## src/hw/rtl/rdc_pkg.sv

```systemverilog
package rdc_pkg;

    localparam int RADIX_W = 5;
    localparam int DIGIT_W = 4;
    localparam int CHAR_W  = 7;

    localparam logic [RADIX_W-1:0] RADIX_RESET = 5'd16;
    localparam logic [RADIX_W-1:0] RADIX_MIN   = 5'd2;
    localparam logic [RADIX_W-1:0] RADIX_MAX   = 5'd16;

    localparam logic [CHAR_W-1:0] CHAR_ZERO = 7'h30;
    localparam logic [CHAR_W-1:0] CHAR_A    = 7'h41;
    localparam logic [DIGIT_W-1:0] DEC_TEN  = 4'd10;

    typedef enum logic [1:0] {
        ST_IDLE,
        ST_CONV,
        ST_EMIT
    } rdc_state_t;

    // broadcast controls for every cell of the row
    typedef struct packed {
        logic clear;
        logic shift;
    } cell_ctrl_t;

    function automatic logic [CHAR_W-1:0] digit_to_char(input logic [DIGIT_W-1:0] d);
        logic [CHAR_W-1:0] c;
        if (d < DEC_TEN)
            c = CHAR_ZERO + {{(CHAR_W-DIGIT_W){1'b0}}, d};
        else
            c = CHAR_A + {{(CHAR_W-DIGIT_W){1'b0}}, d - DEC_TEN};
        return c;
    endfunction

endpackage

```

## src/hw/rtl/radix_digit_converter.sv

```systemverilog
// channel | direction | handshake             | payload
// --------+-----------+-----------------------+-------------------------------
// in      | input     | in_valid / in_ready   | value [WORD_BITS]
// out     | output    | out_valid / out_ready | digit [4], digit_char [7], last
// cfg     | input     | cfg_valid / cfg_ready | radix [5]
//
// an item is accepted, then converted while the bits walk up the digit cells, then
// scanned out of the top cell, most significant digit first;
// each scan cycle that shows a digit waits for the output register to be free
// a new item is taken once the last digit sits in the output register
// reset clears control state and sets the radix to 16; no clearing pass
// cfg_ready is always high; the user must write the radix only while idle (not enforced)
module radix_digit_converter
    import rdc_pkg::*;
#(
    parameter int WORD_BITS  = 32,
    parameter int MAX_DIGITS = 32
)
(
    input  logic                 clk,
    input  logic                 rst_n,
    input  logic                 in_valid,
    output logic                 in_ready,
    input  logic [WORD_BITS-1:0] value,
    output logic                 out_valid,
    input  logic                 out_ready,
    output logic [DIGIT_W-1:0]   digit,
    output logic [CHAR_W-1:0]    digit_char,
    output logic                 last,
    input  logic                 cfg_valid,
    output logic                 cfg_ready,
    input  logic [RADIX_W-1:0]   radix
);

    localparam int CONV_CYCLES = WORD_BITS + MAX_DIGITS - 1;
    localparam int CNT_W       = $clog2(CONV_CYCLES + 1);
    localparam int POS_W       = $clog2(MAX_DIGITS);

    rdc_state_t           state_reg;
    rdc_state_t           state_next;
    logic [RADIX_W-1:0]   radix_reg;
    logic [RADIX_W-1:0]   radix_eff;
    logic [WORD_BITS-1:0] word_reg;
    logic [CNT_W-1:0]     cnt_reg;
    logic [POS_W-1:0]     pos_reg;
    logic                 started_reg;
    logic                 out_valid_reg;
    logic [DIGIT_W-1:0]   digit_reg;
    logic [CHAR_W-1:0]    char_reg;
    logic                 last_reg;

    logic                 accept;
    logic                 feed_valid;
    logic                 conv_done;
    logic                 last_pos;
    logic                 emit_now;
    logic                 out_free;
    logic                 advance;
    logic                 load;
    cell_ctrl_t           ctrl;
    logic [DIGIT_W-1:0]   top_digit;
    logic                 top_carry;

    // radix clamp: below two acts as base 2, above sixteen as base 16
    always_comb
    begin
        if (radix_reg < RADIX_MIN)
            radix_eff = RADIX_MIN;
        else if (radix_reg > RADIX_MAX)
            radix_eff = RADIX_MAX;
        else
            radix_eff = radix_reg;
    end

    assign conv_done = (cnt_reg == CNT_W'(CONV_CYCLES - 1));
    assign last_pos  = (pos_reg == POS_W'(MAX_DIGITS - 1));
    // leading zeros are skipped, but the least significant digit always shows;
    // a word wider than the cells keeps every cell digit, zero or not
    assign emit_now  = started_reg || top_carry || (top_digit != '0) || last_pos;
    assign out_free  = !out_valid_reg || out_ready;

    // next state
    always_comb
    begin
        state_next = state_reg;
        unique case (state_reg)
            ST_IDLE:
            begin
                if (in_valid)
                    state_next = ST_CONV;
            end
            ST_CONV:
            begin
                if (conv_done)
                    state_next = ST_EMIT;
            end
            ST_EMIT:
            begin
                if (advance && last_pos)
                    state_next = ST_IDLE;
            end
            default:
            begin
                state_next = ST_IDLE;
            end
        endcase
    end

    // state outputs
    always_comb
    begin
        in_ready   = 1'b0;
        feed_valid = 1'b0;
        advance    = 1'b0;
        load       = 1'b0;
        ctrl.clear = 1'b0;
        ctrl.shift = 1'b0;
        unique case (state_reg)
            ST_IDLE:
            begin
                in_ready   = 1'b1;
                ctrl.clear = in_valid;
            end
            ST_CONV:
            begin
                feed_valid = (cnt_reg < CNT_W'(WORD_BITS));
            end
            ST_EMIT:
            begin
                advance    = !emit_now || out_free;
                load       = advance && emit_now;
                ctrl.shift = advance;
            end
            default:
            begin
                in_ready = 1'b0;
            end
        endcase
    end

    assign accept = in_valid && in_ready;

    always_ff @(posedge clk or negedge rst_n)
    begin
        if (!rst_n)
        begin
            state_reg     <= ST_IDLE;
            radix_reg     <= RADIX_RESET;
            cnt_reg       <= '0;
            pos_reg       <= '0;
            started_reg   <= 1'b0;
            out_valid_reg <= 1'b0;
        end
        else
        begin
            state_reg <= state_next;
            if (cfg_valid)
                radix_reg <= radix;
            if (accept)
            begin
                cnt_reg     <= '0;
                pos_reg     <= '0;
                started_reg <= 1'b0;
            end
            else if (state_reg == ST_CONV)
            begin
                cnt_reg <= cnt_reg + CNT_W'(1);
                if (top_carry)
                    started_reg <= 1'b1;
            end
            else if (state_reg == ST_EMIT)
            begin
                if (advance)
                    pos_reg <= pos_reg + POS_W'(1);
                if (emit_now)
                    started_reg <= 1'b1;
            end
            if (load)
                out_valid_reg <= 1'b1;
            else if (out_ready)
                out_valid_reg <= 1'b0;
        end
    end

    // payload: input word shifts out msb first, output digit register
    always_ff @(posedge clk)
    begin
        if (accept)
            word_reg <= value;
        else if (feed_valid)
            word_reg <= {word_reg[WORD_BITS-2:0], 1'b0};
        if (load)
        begin
            digit_reg <= top_digit;
            char_reg  <= digit_to_char(top_digit);
            last_reg  <= last_pos;
        end
    end

    rdc_chain #(
        .MAX_DIGITS (MAX_DIGITS)
    ) u_chain (
        .clk        (clk),
        .rst_n      (rst_n),
        .ctrl       (ctrl),
        .radix_eff  (radix_eff),
        .feed_valid (feed_valid),
        .feed_bit   (word_reg[WORD_BITS-1]),
        .top_digit  (top_digit),
        .top_carry  (top_carry)
    );

    assign cfg_ready  = 1'b1;
    assign out_valid  = out_valid_reg;
    assign digit      = digit_reg;
    assign digit_char = char_reg;
    assign last       = last_reg;

endmodule

```

## src/hw/rtl/rdc_cell.sv

```systemverilog
module rdc_cell
    import rdc_pkg::*;
(
    input  logic               clk,
    input  logic               rst_n,
    input  cell_ctrl_t         ctrl,
    input  logic [RADIX_W-1:0] radix_eff,
    input  logic               step_in,
    input  logic               carry_in,
    input  logic [DIGIT_W-1:0] digit_in,
    output logic               step_out,
    output logic               carry_out,
    output logic [DIGIT_W-1:0] digit
);

    logic [DIGIT_W-1:0] digit_reg;
    logic [DIGIT_W-1:0] digit_next;
    logic               step_reg;
    logic               carry_reg;
    logic [RADIX_W-1:0] sum;
    logic               wrap;

    // doubled digit plus incoming bit, one compare and subtract
    always_comb
    begin
        sum  = {digit_reg, carry_in};
        wrap = (sum >= radix_eff);
        if (ctrl.clear)
            digit_next = '0;
        else if (ctrl.shift)
            digit_next = digit_in;
        else if (step_in)
            digit_next = wrap ? DIGIT_W'(sum - radix_eff) : DIGIT_W'(sum);
        else
            digit_next = digit_reg;
    end

    always_ff @(posedge clk or negedge rst_n)
    begin
        if (!rst_n)
        begin
            step_reg  <= 1'b0;
            carry_reg <= 1'b0;
        end
        else
        begin
            step_reg  <= step_in & ~ctrl.clear;
            carry_reg <= step_in & wrap;
        end
    end

    always_ff @(posedge clk)
    begin
        digit_reg <= digit_next;
    end

    assign step_out  = step_reg;
    assign carry_out = carry_reg;
    assign digit     = digit_reg;

endmodule

```

## src/hw/rtl/rdc_chain.sv

```systemverilog
module rdc_chain
    import rdc_pkg::*;
#(
    parameter int MAX_DIGITS = 32
)
(
    input  logic               clk,
    input  logic               rst_n,
    input  cell_ctrl_t         ctrl,
    input  logic [RADIX_W-1:0] radix_eff,
    input  logic               feed_valid,
    input  logic               feed_bit,
    output logic [DIGIT_W-1:0] top_digit,
    output logic               top_carry
);

    logic [MAX_DIGITS:0]  step_link;
    logic [MAX_DIGITS:0]  carry_link;
    logic [DIGIT_W-1:0]   digit_link [MAX_DIGITS+1];

    assign step_link[0]  = feed_valid;
    assign carry_link[0] = feed_bit;
    assign digit_link[0] = '0;

    // cell 0 holds the least significant digit; carries ripple up one cell a cycle
    for (genvar i = 0; i < MAX_DIGITS; i++)
    begin : g_cell
        rdc_cell u_cell (
            .clk       (clk),
            .rst_n     (rst_n),
            .ctrl      (ctrl),
            .radix_eff (radix_eff),
            .step_in   (step_link[i]),
            .carry_in  (carry_link[i]),
            .digit_in  (digit_link[i]),
            .step_out  (step_link[i+1]),
            .carry_out (carry_link[i+1]),
            .digit     (digit_link[i+1])
        );
    end

    assign top_digit = digit_link[MAX_DIGITS];
    // carry out of the top cell: the word has more digits than cells
    assign top_carry = carry_link[MAX_DIGITS];

endmodule

```

## config.mk

```make
export PLATFORM = sky130hd
export DESIGN_NAME = radix_digit_converter
export DESIGN_NICKNAME = d
export VERILOG_FILES = /design/src/hw/rtl/rdc_pkg.sv /design/src/hw/rtl/radix_digit_converter.sv /design/src/hw/rtl/rdc_cell.sv /design/src/hw/rtl/rdc_chain.sv
export SDC_FILE = /design/constraint.sdc
export NUM_CORES = 1
export LEC_CHECK = 0
export ABC_CLOCK_PERIOD_IN_PS = 20100
export BUFFER_PORTS_ARGS = -buffer_cell sky130_fd_sc_hd__buf_4
export CAP_MARGIN = 5
export CELL_PAD_IN_SITES_DETAIL_PLACEMENT = 1
export CELL_PAD_IN_SITES_GLOBAL_PLACEMENT = 2
export CORE_UTILIZATION = 28
export CTS_CLUSTER_DIAMETER = 200
export DETAILED_ROUTE_END_ITERATION = 6
export GPL_TIMING_DRIVEN = 0
export PLACE_DENSITY_LB_ADDON = 0.12
export SYNTH_ARGS = -nofsm -noshare
export SYNTH_HDL_FRONTEND = slang
export SYNTH_SLANG_ARGS = --single-unit
```

## constraint.sdc

```tcl
create_clock -name clk -period 20.1 [get_ports clk]
set_clock_uncertainty 0.05 [all_clocks]
set_input_delay 3.015 -clock clk [delete_from_list [all_inputs] [get_ports clk]]
set_output_delay 3.015 -clock clk [all_outputs]
set_load 0.01 [all_outputs]
```

# ---- After elaboration in Yosys (flattened, before gate mapping)
# Cells that the tools add are included.
dict set report totals {
  regBits 255
  latch_bits 0
  ramBits 0
  romBits 0
  out_inout_bits 15
  memories 0
}
dict set report classes {
  addsub 37
  n_mul 0
  div 0
  order_cmp 36
  eq_ne 9
  n_shift 0
  n_mux 121
  bitwise_logic 64
  reduce_logical 54
}
# operator count
set ops {}
lappend ops {{$mux W4} 94}
lappend ops {{$ge A5 B5 Y1} 32}
lappend ops {{$sub A4 B4 Y4} 32}
lappend ops {{$reduce_bool A2 Y1} 36}
lappend ops {{$mux W32} 2}
lappend ops {{$and A1 B1 Y1} 63}
lappend ops {{$mux W5} 6}
lappend ops {{$mux W1} 12}
lappend ops {{$mux W6} 2}
lappend ops {{$reduce_and A3 Y1} 3}
lappend ops {{$ne A2 B2 Y1 const B} 4}
lappend ops {{$add A6 B4 Y7 const A} 1}
lappend ops {{$add A7 B4 Y7 const A} 1}
lappend ops {{$mux W7} 1}
lappend ops {{$add A6 B1 Y6 const B} 1}
lappend ops {{$eq A6 B6 Y1 const B} 1}
lappend ops {{$lt A6 B6 Y1 const B} 1}
lappend ops {{$mux W2} 3}
lappend ops {{$pmux W2 S3} 1}
lappend ops {{$reduce_bool A3 Y1} 2}
lappend ops {{$add A5 B1 Y5 const B} 1}
lappend ops {{$eq A5 B5 Y1 const B} 1}
lappend ops {{$gt A5 B5 Y1 const B} 1}
lappend ops {{$logic_or A1 B1 Y1} 5}
lappend ops {{other kinds (12)} 15}

# ---- Logic depth before layout (Yosys ltp)
# Gate-level depths: netlist of the first run.
dict set report logic_depth {
  ltp_word 10
  ltp_mapped 10
}

# ---- Modules after synthesis
# Synthesis of the first run repeated with hierarchy kept, for this count alone.
dict set report unflattened {
  hier_cells 1996
  hier_area_um2 18206.2
}
# module instances cells_per_inst area_each_um2 seq_area_each_um2
set by_module_without_submodules {}
lappend by_module_without_submodules {{rdc_cell (u_chain.g_cell[19].u_cell ...)} 18 54 481.7 130.1}
lappend by_module_without_submodules {{rdc_cell (u_chain.g_cell[0].u_cell ...)} 14 54 475.5 130.1}
lappend by_module_without_submodules {radix_digit_converter 1 267 2875.3 1823.0}
lappend by_module_without_submodules {rdc_chain 1 1 3.8 0.0}

# ---- Least setup slack after synthesis of the first run
# OpenSTA, ideal clock, no wires.
dict set report synth_path {
  path_kind {reg2reg}
  start {register radix_reg[3]}
  end {register u_chain.g_cell[0].u_cell.digit_reg[0]}
  setup_ns 0.074
  arrival_ns 7.022
  setup_slack_ns 12.954
  path_stages_with_launch 9
  n_path_buf 0
  synth_period_minus_slack_ns 7.146
  path_cell_list {dfrtp_1 -> nor2_1 -> o21ai_0 -> ha_1 -> a21oi_1 -> o21a_1 -> o21ai_1 -> mux2_2 -> o21ai_0}
}
dict set report synth_via {
  elab_chain_len 5
}
# item line
set synth_lines {}
lappend synth_lines {{start, declared} radix_digit_converter.sv:41} ;# logic [RADIX_W-1:0] radix_reg;
lappend synth_lines {{start signal, assigned} radix_digit_converter.sv:158} ;# radix_reg <= radix;
lappend synth_lines {{$gt A5 B5 Y1} radix_digit_converter.sv:69} ;# else if (radix_reg > RADIX_MAX)
lappend synth_lines {{$mux W5} radix_digit_converter.sv:69}
lappend synth_lines {{$mux W5 *} radix_digit_converter.sv:67} ;# if (radix_reg < RADIX_MIN)
lappend synth_lines {{$sub A4 B4 Y4 or $ge A5 B5 Y1 (tied branches)} {rdc_cell.sv:33, rdc_cell.sv:27}}
lappend synth_lines {{$mux W4 *} rdc_cell.sv:33} ;# digit_next = wrap ? DIGIT_W'(sum - radix_eff) : DIGIT_W'(sum);
lappend synth_lines {{end signal, assigned} rdc_cell.sv:54} ;# digit_reg <= digit_next;
lappend synth_lines {{end, declared} rdc_cell.sv:16} ;# logic [DIGIT_W-1:0] digit_reg;
# Mark *: on every way between the ends. The rest lies on a longest branch, timed or not.
# A chain may end at the register's enable or synchronous reset.

# ---- Worst setup path in the final report of the first run
dict set report layout_path {
  start {input port in_valid}
  end {register word_reg[3], enable pin}
}
dict set report layout_via {
  elab_chain_len 2
}
# item line
set layout_lines {}
lappend layout_lines {{start, declared} radix_digit_converter.sv:22} ;# input logic in_valid,
lappend layout_lines {{$logic_and A1 B1 Y1} radix_digit_converter.sv:141} ;# assign accept = in_valid && in_ready;
lappend layout_lines {{$reduce_bool A2 Y1 (no line)} -}
lappend layout_lines {{end signal, assigned} radix_digit_converter.sv:189} ;# word_reg <= value;
lappend layout_lines {{end signal, assigned} radix_digit_converter.sv:191} ;# word_reg <= {word_reg[WORD_BITS-2:0], 1'b0};
lappend layout_lines {{end, declared} radix_digit_converter.sv:43} ;# logic [WORD_BITS-1:0] word_reg;
# Every way passes these cells.

==> impl_metrics.ini, run 1 <==
[global_route]
grt_pass1_wl_um = 83000
grt_start_max_net_pins = 73
grt_use_total = 0.182
antenna_found_initial = 1
grt_pass1_vias = 13900
grt_overflow_total = 0

[floorplanning]
io_pins = 57
rows = 87
initial_core_util = 0.285
die_w_um = 242
core_mm2 = 0.0567
die_area_mm2 = 0.0586
die_y_um = 242

[yosys]
synthDominantCellAreaShare = 0.159
synth_edf_count = 44
ys_ff_latch = 255
synthCells = 1655
synthTopCellsByCount = nand2_1 (173), ha_1 (168), a21oi_1 (167)
synth_cell_type_count = 42
yosysSeqAreaShare = 0.369
synth_area_mm2 = 0.0162
avgSynthCellArea_um2 = 9.76
synth_ff_type = dfxtp_1
yosys.area.top_type = dfxtp_1
synth_most_common_cell = nand2_1
synth_area_leaders = dfxtp_1 (16%), ha_1 (13%), dfrtp_1 (13%)
syn_nets = 1897
async_flop_share = 0.325
synth_warnings = 0

[detailed_routing]
wl_um = 52400
met2_wirelength_um = 24300
met1_length_um = 25900
top_layer_used = met4
num_vias = 12800
ant_nets = 0
via_per_inst = 5.05
drtPass1Iterations = 7
drt_iter0_markers = 427
dr_wl_met3_um = 1130
drc = 0
wire_per_inst_um = 20.6

[clock_network]
post_cts_buffers = 0
cts_tree = done
clk_pin_slew_ns = 0.06
cts_hold_buf = 0
post_cts_resized = 0
clockRootBuffer = clkbuf_16
numCtsBuffers = 37
clockBufferDepth = 3
cts_sinks = 255
htreeDepth = 2
clkLatencyLatePin_ns = 0.55

[place]
hpwl_um = 37200
portBuffers = 55
place_inst = 2475
routabilityCongestion = 0.732
post_dp_cell_area_mm2 = 0.0177
pre_cts_slack_ns = 14.46

[setup_path]
max_stage_delay_ns = 0.60
path_cells = buf_4 -> nand2_1 -> clkbuf_1 -> clkbuf_1 -> nand2_1 -> buf_16
critPathMaxFanout = 17
start_kind = input port
path_class = input port to flop
slowest_stage = clkbuf_1
arrival_ns = 5.21
worstPathRequired_ns = 20.35
worst_setup_path_end_kind = flop

[finish]
largest_reg_flops = 128
antenna_cells = 0
fin_area_mm2 = 0.0190
final_cells = 2541
areaGrowthSynthToFinish_pct = 17.5
fin_util = 0.335
drive_above_1_share = 0.113
finalNetCount = 2000

[timing]
setup_ws_ns = 15.13
maxSlewViolCount = 0
worstMarginPinSlew_ns = 1.10
setup-violations-final = 0
fin_tns_setup_ns = 0
max_freq_mhz = 201
rsz0062_at_grt = no
fin_crit_sh = 0.247
whs_ns = 0.457
relSlewSlack = 0.264
fin_crit_ns = 4.97
hold_viol_final = 0

[power_and_ir_drop]
vdd_drop_max_uv = 56.7
total_power_mw = 3.09
p_leak_nw = 7.97
power_density_mw_per_mm2 = 163

[status]
outcome = complete, no violations

[job]
drv_cap = 0

[hold_path]
hold_class = flop to flop
==> logic make-up after synthesis <==
group / Yosys count / synth area share
buffers and inverters: 128 / 0.0338
AOI/OAI and AO/OA: 436 / 0.153
xor gates and xnor gates: 73 / 0.0396
DFF: 255 / 0.369
muxes: 133 / 0.0852
other: 1 / 0.000232
and+or+nand+nor: 429 / 0.149
adders and majority gates: 200 / 0.170
==> area by class of cell <==
type                    instances  area, µm²
clock buffers                  52       1120
multi-input cells            1272       9670
inverters                      71        267
clock inverters                14        125
well taps                     756        946
plain buffers                  57        279
repair buffers                 64        619
fillers                      6398      37700
flip-flops and latches        255       5960
==> worst paths after layout <==
check	slack (ns)	end	depth (start not counted)	from
max	15.13	word_reg[3]	6	in_valid
min	0.46	cnt_reg[3]	1	cnt_reg[3]
max reg2reg	16.81	u_chain.g_cell[23].u_cell.digit[0]	9	radix_reg[4]
min reg2reg	0.46	cnt_reg[3]	1	cnt_reg[3]
max in group asynchronous	17.03	u_chain.g_cell[28].u_cell.carry_out	2	rst_n
min in group asynchronous	2.24	u_chain.g_cell[14].u_cell.carry_out	1	rst_n
==> critical path, delay by kind of cell <==
| kind | cells | cell delay, ns |
|---|---|---|
| simple gates | 2 | 0.66 |
| buf+inv | 4 | 1.52 |
==> per-layer routing <==
layer / track usage / vias up
li1: - / 6254
met1: 0.252 / 6392
met2: 0.297 / 120
met3: 0.0196 / 65
met4: 0.0516 / 0
met5: 0 / -
==> report_power, final <==
part / leakage [nW] / switching, mW / internal (mW)
clock: 0.621 / 0.262 / 0.413
combinational: 4.79 / 0.759 / 0.676
sequential: 2.56 / 0.221 / 0.757
==> cell usage in the layout (no fill, tap or decap), types with 25 or more instances in the layout <==
cell | netlist | routed
nand2_1 | 173 | 171
ha_1 | 168 | 168
a21oi_1 | 167 | 167
dfxtp_1 | 128 | 128
mux2i_1 | 97 | 97
o22ai_1 | 93 | 93
nor3b_1 | 91 | 91
dfrtp_1 | 82 | 82
inv_1 | 71 | 70
and2_1 | 64 | 64
buf_4 | 7 | 61
a31oi_1 | 52 | 52
o21ai_0 | 51 | 50
edfxtp_1 | 44 | 44
xor2_1 | 42 | 42
clkbuf_16 | 0 | 40
mux2_2 | 36 | 36
o21ai_1 | 33 | 33
fa_1 | 32 | 32
xnor2_1 | 31 | 31
nand2b_1 | 31 | 31
nor4b_1 | 31 | 31
clkbuf_1 | 24 | 29
a21o_1 | 27 | 27
buf_2 | 25 | 25
No activity file was read; power rests on OpenSTA's default activity.
==> inputs of run 2 (changes only) <==
--- a/config.mk
+++ b/config.mk
@@ -5,7 +5,7 @@
 export SDC_FILE = /design/constraint.sdc
 export NUM_CORES = 1
 export LEC_CHECK = 0
-export ABC_CLOCK_PERIOD_IN_PS = 20100
+export ABC_CLOCK_PERIOD_IN_PS = 4440
 export BUFFER_PORTS_ARGS = -buffer_cell sky130_fd_sc_hd__buf_4
 export CAP_MARGIN = 5
 export CELL_PAD_IN_SITES_DETAIL_PLACEMENT = 1
==> constraint.sdc (replaced) <==
create_clock -name clk -period 4.44 [get_ports clk]
set_clock_uncertainty 0.05 [all_clocks]
set_input_delay 0.666 -clock clk [delete_from_list [all_inputs] [get_ports clk]]
set_output_delay 0.666 -clock clk [all_outputs]
set_load 0.01 [all_outputs]
==> impl_metrics.ini, run 2 (same netlist as run 1, synthesis figures left out) <==
[setup_path]
worst_setup_path_end_kind = flop
cpMostUsedCell = buf_12
path_class = flop to flop
cp_top_family = compound AO/OA/AOI/OAI gates
slowest_stage = o311a_2
crit_buf_inv = 3
path_cells = inv_2 -> buf_12 -> o311a_2 -> buf_12 -> ha_1 -> nor2b_1 -> o21a_1 -> o21ai_1 -> mux2_2 -> o22ai_1
worstPathRequired_ns = 4.87
start_kind = flop
arrival_ns = 3.86
critPathMaxFanout = 26
max_stage_delay_ns = 0.69

[floorplanning]
core_mm2 = 0.0567
die_w_um = 242
initial_core_util = 0.285
die_area_mm2 = 0.0586
io_pins = 57
die_y_um = 242
rows = 87

[detailed_routing]
via_per_inst = 5.04
ant_nets = 0
drt_iter0_markers = 424
drc = 0
num_vias = 12800
wire_per_inst_um = 20.6
drtPass1Iterations = 5
wl_um = 52300

[clock_network]
clockBufferDepth = 3
clkLatencyLatePin_ns = 0.56
clk_pin_slew_ns = 0.06
cts_sinks = 255
clockRootBuffer = clkbuf_16
cts_tree = done
htreeDepth = 2
numCtsBuffers = 36

[timing]
maxSlewViolCount = 0
rsz0062_at_grt = no
fin_crit_sh = 0.774
setup-violations-final = 0
hold_viol_final = 0
worstMarginPinSlew_ns = 1.05
relSlewSlack = 0.300
fin_crit_ns = 3.44
max_freq_mhz = 291
fin_tns_setup_ns = 0

[finish]
largest_reg_flops = 128
final_cell_mix = nand2_1 (171), ha_1 (168), a21oi_1 (167)
antenna_cells = 0
fin_util = 0.333
final_cells = 2540
finalNetCount = 2000
final_common_cell = nand2_1
drive_above_1_share = 0.109
areaGrowthSynthToFinish_pct = 17.0
final.fill_count = 6455

[global_route]
antenna_found_initial = 1
grt_pass1_wl_um = 82700
grt_pass1_vias = 13700
grt_use_total = 0.181
grt_start_max_net_pins = 74
grt_overflow_total = 0

[place]
hpwl_um = 36900
place_inst = 2475
portBuffers = 55
routabilityCongestion = 0.733

[job]
drv_cap = 0

[power_and_ir_drop]
vdd_drop_max_uv = 257
power_density_mw_per_mm2 = 732
p_leak_nw = 7.92
total_power_mw = 13.8

[status]
outcome = complete, no violations

[hold_path]
hold_class = input port to flop
run 2: report_power, final:
group          switching [mW]  internal [mW]  leakage (nW)
clock network            1.19           1.74         0.573
registers                1.01           3.43          2.56
logic                    3.43           3.04          4.78
run 2: metal layers:
layer	vias up	routed length, µm	global-route usage
met5	-	0	0
met4	0	960	0.0421
met3	62	1070	0.0225
met2	97	24600	0.302
met1	6406	25700	0.249
li1	6249	-	-
run 2: cell type report:
type                       instances  area, µm²  share of cell area
multi-input combinational       1272       9670               0.512
sequential                       255       5960               0.315
clock buffer                      51       1030              0.0544
tap                              756        946              0.0501
timing repair buffer              65        617              0.0326
buffer                            57        279              0.0148
inverter                          71        267              0.0141
clock inverter                    13        131             0.00695
run 2: worst reg2reg max path, cell delays in order, from the launching register on:
cell and delay [ns]:
dfstp_2 0.36, inv_2 0.31, buf_12 0.28, o311a_2 0.70, buf_12 0.27, ha_1 0.21
nor2b_1 0.05, o21a_1 0.19, o21ai_1 0.44, mux2_2 0.40, o22ai_1 0.13
run 2: worst paths after layout:
check	start	to	slack (ns)	cells after the start
setup / recovery	radix_reg[4]	u_chain.g_cell[30].u_cell.digit[0]	1.00	10
hold / removal	radix[4]	radix_reg[4]	0.29	3
setup reg to reg	radix_reg[4]	u_chain.g_cell[30].u_cell.digit[0]	1.00	10
hold reg to reg	cnt_reg[3]	cnt_reg[3]	0.47	1
max in group asynchronous	rst_n	u_chain.g_cell[6].u_cell.step_out	3.18	3
min in group asynchronous	rst_n	u_chain.g_cell[14].u_cell.carry_out	0.45	2
run 2: stage by stage:
| stage | worst slack [ns] | hold WS (ns) | cell area [µm²] |
|---|---|---|---|
| after floorplan | 0.692 | 0.320 | 16200 |
| after CTS | 0.900 | 0.262 | 18900 |
| after global placement | -2.59 | 0.440 | 17500 |
| final | 1.00 | 0.293 | 18900 |
| after global routing | 0.839 | 0.285 | 18900 |
| after detailed placement | 0.918 | 0.454 | 17700 |
run 2: repair_timing:
item | in CTS | in global routing
setup buffers | 0 | 0
hold endpoints to repair | 10 | 0
hold buffers | 1 | 0
gates resized for setup | 0 | 0
==> inputs of run 3 (changes only) <==
--- a/config.mk
+++ b/config.mk
@@ -5,7 +5,7 @@
 export SDC_FILE = /design/constraint.sdc
 export NUM_CORES = 1
 export LEC_CHECK = 0
-export ABC_CLOCK_PERIOD_IN_PS = 4440
+export ABC_CLOCK_PERIOD_IN_PS = 3600
 export BUFFER_PORTS_ARGS = -buffer_cell sky130_fd_sc_hd__buf_4
 export CAP_MARGIN = 5
 export CELL_PAD_IN_SITES_DETAIL_PLACEMENT = 1
==> constraint.sdc (replaced) <==
create_clock -name clk -period 3.6 [get_ports clk]
set_clock_uncertainty 0.05 [all_clocks]
set_input_delay 0.54 -clock clk [delete_from_list [all_inputs] [get_ports clk]]
set_output_delay 0.54 -clock clk [all_outputs]
set_load 0.01 [all_outputs]
==> impl_metrics.ini, run 3 (same netlist as run 1, synthesis figures left out) <==
[finish]
final_common_cell = nand2_1
finalNetCount = 1999
register_area_mm2 = 0.00596
final_cell_mix = nand2_1 (171), ha_1 (168), a21oi_1 (167)
drive_above_1_share = 0.108
largest_reg_flops = 128
final.fill_count = 6479
antenna_cells = 0
multi_input_area_mm2 = 0.00968
areaGrowthSynthToFinish_pct = 16.8
fin_util = 0.333

[global_route]
grt_pass1_vias = 13800
grt_overflow_total = 0
grt_use_total = 0.181
grt_start_max_net_pins = 72
grt_pass1_wl_um = 82900
antenna_found_initial = 0

[detailed_routing]
ant_nets = 0
drt_iter0_markers = 465
drtPass1Iterations = 4
wire_per_inst_um = 20.6
num_vias = 12800
wl_um = 52300
drc = 0
via_per_inst = 5.06

[job]
drv_cap = 0

[clock_network]
clk_pin_slew_ns = 0.06
numCtsBuffers = 35
clockBufferDepth = 3
htreeDepth = 2
post_cts_buffers = 0
cts_tree = done
cts_sinks = 255
clkLatencyLatePin_ns = 0.56
clockRootBuffer = clkbuf_16

[timing]
worstMarginPinSlew_ns = 1.02
max_freq_mhz = 296
setup-violations-final = 0
setup_ws_ns = 0.226
fin_crit_sh = 0.937
rsz0062_at_grt = no
relSlewSlack = 0.317
maxSlewViolCount = 0
hold_viol_final = 0
fin_crit_ns = 3.37

[power_and_ir_drop]
p_sw_mw = 6.91
comb_power_share = 0.474
intPower_mw = 10.0
vdd_drop_max_uv = 281
switching_share = 0.408
power_density_mw_per_mm2 = 898
power_frac_seq = 0.323
pwr-share-clk = 0.204
p_leak_nw = 7.89

[setup_path]
critPathMaxFanout = 26
slowest_stage = o21ai_1
arrival_ns = 3.78
worst-r2r-setup-slack_ns = 0.23
path_class = flop to flop
rr_endpoint = u_chain.g_cell[23].u_cell.digit[0]
reg2reg_from = radix_reg[4]
worst_setup_path_end_kind = flop
cpMostUsedCell = buf_12
worstPathRequired_ns = 4.00
start_kind = flop
rr_worst_depth = 10
cp_top_family = buffers and inverters
path_cells = inv_2 -> buf_12 -> nand2_2 -> buf_12 -> ha_1 -> nand2_1 -> o21a_1 -> o21ai_1 -> mux2_2 -> o22ai_1
max_stage_delay_ns = 0.45
crit_buf_inv = 3

[place]
hpwl_um = 37200
portBuffers = 55
pre_cts_slack_ns = 0.0795
routabilityCongestion = 0.731

[hold_path]
hold_start = radix[4]
hold_depth = 3
hold_class = input port to flop
min_to = radix_reg[4]

[floorplanning]
core_mm2 = 0.0567
initial_core_util = 0.285
die_w_um = 242
die_area_mm2 = 0.0586
die_y_um = 242
rows = 87
io_pins = 57

[status]
outcome = complete, no violations
## run 3: layer usage
layer / vias to the layer above / track usage / part of all wire
li1: 6253 / - / -
met2: 103 / 0.307 / 0.47
met5: - / 0 / 0
met1: 6433 / 0.245 / 0.49
met3: 55 / 0.0195 / 0.021
met4: 0 / 0.0445 / 0.017
## run 3: worst max path at each step
stage,startpoint,to,slack (ns),cells past startpoint
2_1_floorplan,radix_reg[4],u_chain.g_cell[0].u_cell.digit[0],0.12,8
3_3_place_gp,radix_reg[4],u_chain.g_cell[0].u_cell.digit[0],-2.96,8
3_5_place_dp,radix_reg[4],u_chain.g_cell[23].u_cell.digit[0],0.08,10
4_1_cts,radix_reg[4],u_chain.g_cell[23].u_cell.digit[0],0.05,10
5_1_grt,radix_reg[4],u_chain.g_cell[1].u_cell.digit[0],0.04,10
6_report,radix_reg[4],u_chain.g_cell[23].u_cell.digit[0],0.23,10
## run 3: final cells by class
type,instances,share of cell area
clock buffer,51,0.0539
buffer,57,0.0148
sequential,255,0.316
multi-input combinational,1272,0.513
clock inverter,12,0.00517
inverter,71,0.0141
tap,756,0.0501
timing repair buffer,65,0.0330
## run 3: power groups by stage
stage	logic [mW]	registers [mW]	clock network, mW
CTS	8.17	5.48	3.59
floorplan	6.25	5.01	0
finish	8.03	5.47	3.45
global placement	7.77	5.52	0
global route	9.10	5.66	3.68
detailed placement	8.10	5.52	0
## run 3: tightest hold or removal path, stage by stage
cell and delay (ns):
buf_4 0.08, nand2_1 0.04, o21ai_0 0.07
## run 3: what timing repair did
item | 4_1_cts | 5_1_grt
setup endpoints to repair | 0 | 6
gates resized for setup | 0 | 1
hold buffers | 1 | 0
hold endpoints to repair | 12 | 0
## run 3: metrics by stage
| stage | hold slack (ns) | area (µm²) | power, mW | TNS, ns | instances |
|---|---|---|---|---|---|
| finish | 0.154 | 18900 | 16.9 | 0 | 2539 |
| global route | 0.147 | 18900 | 18.4 | 0 | 2539 |
| CTS | 0.124 | 18900 | 17.2 | 0 | 2539 |
| detailed placement | 0.342 | 17700 | 13.6 | 0 | 2475 |
| global placement | 0.440 | 17500 | 13.3 | -446.53 | 2466 |
| floorplan | 0.194 | 16200 | 11.3 | 0 | 1655 |
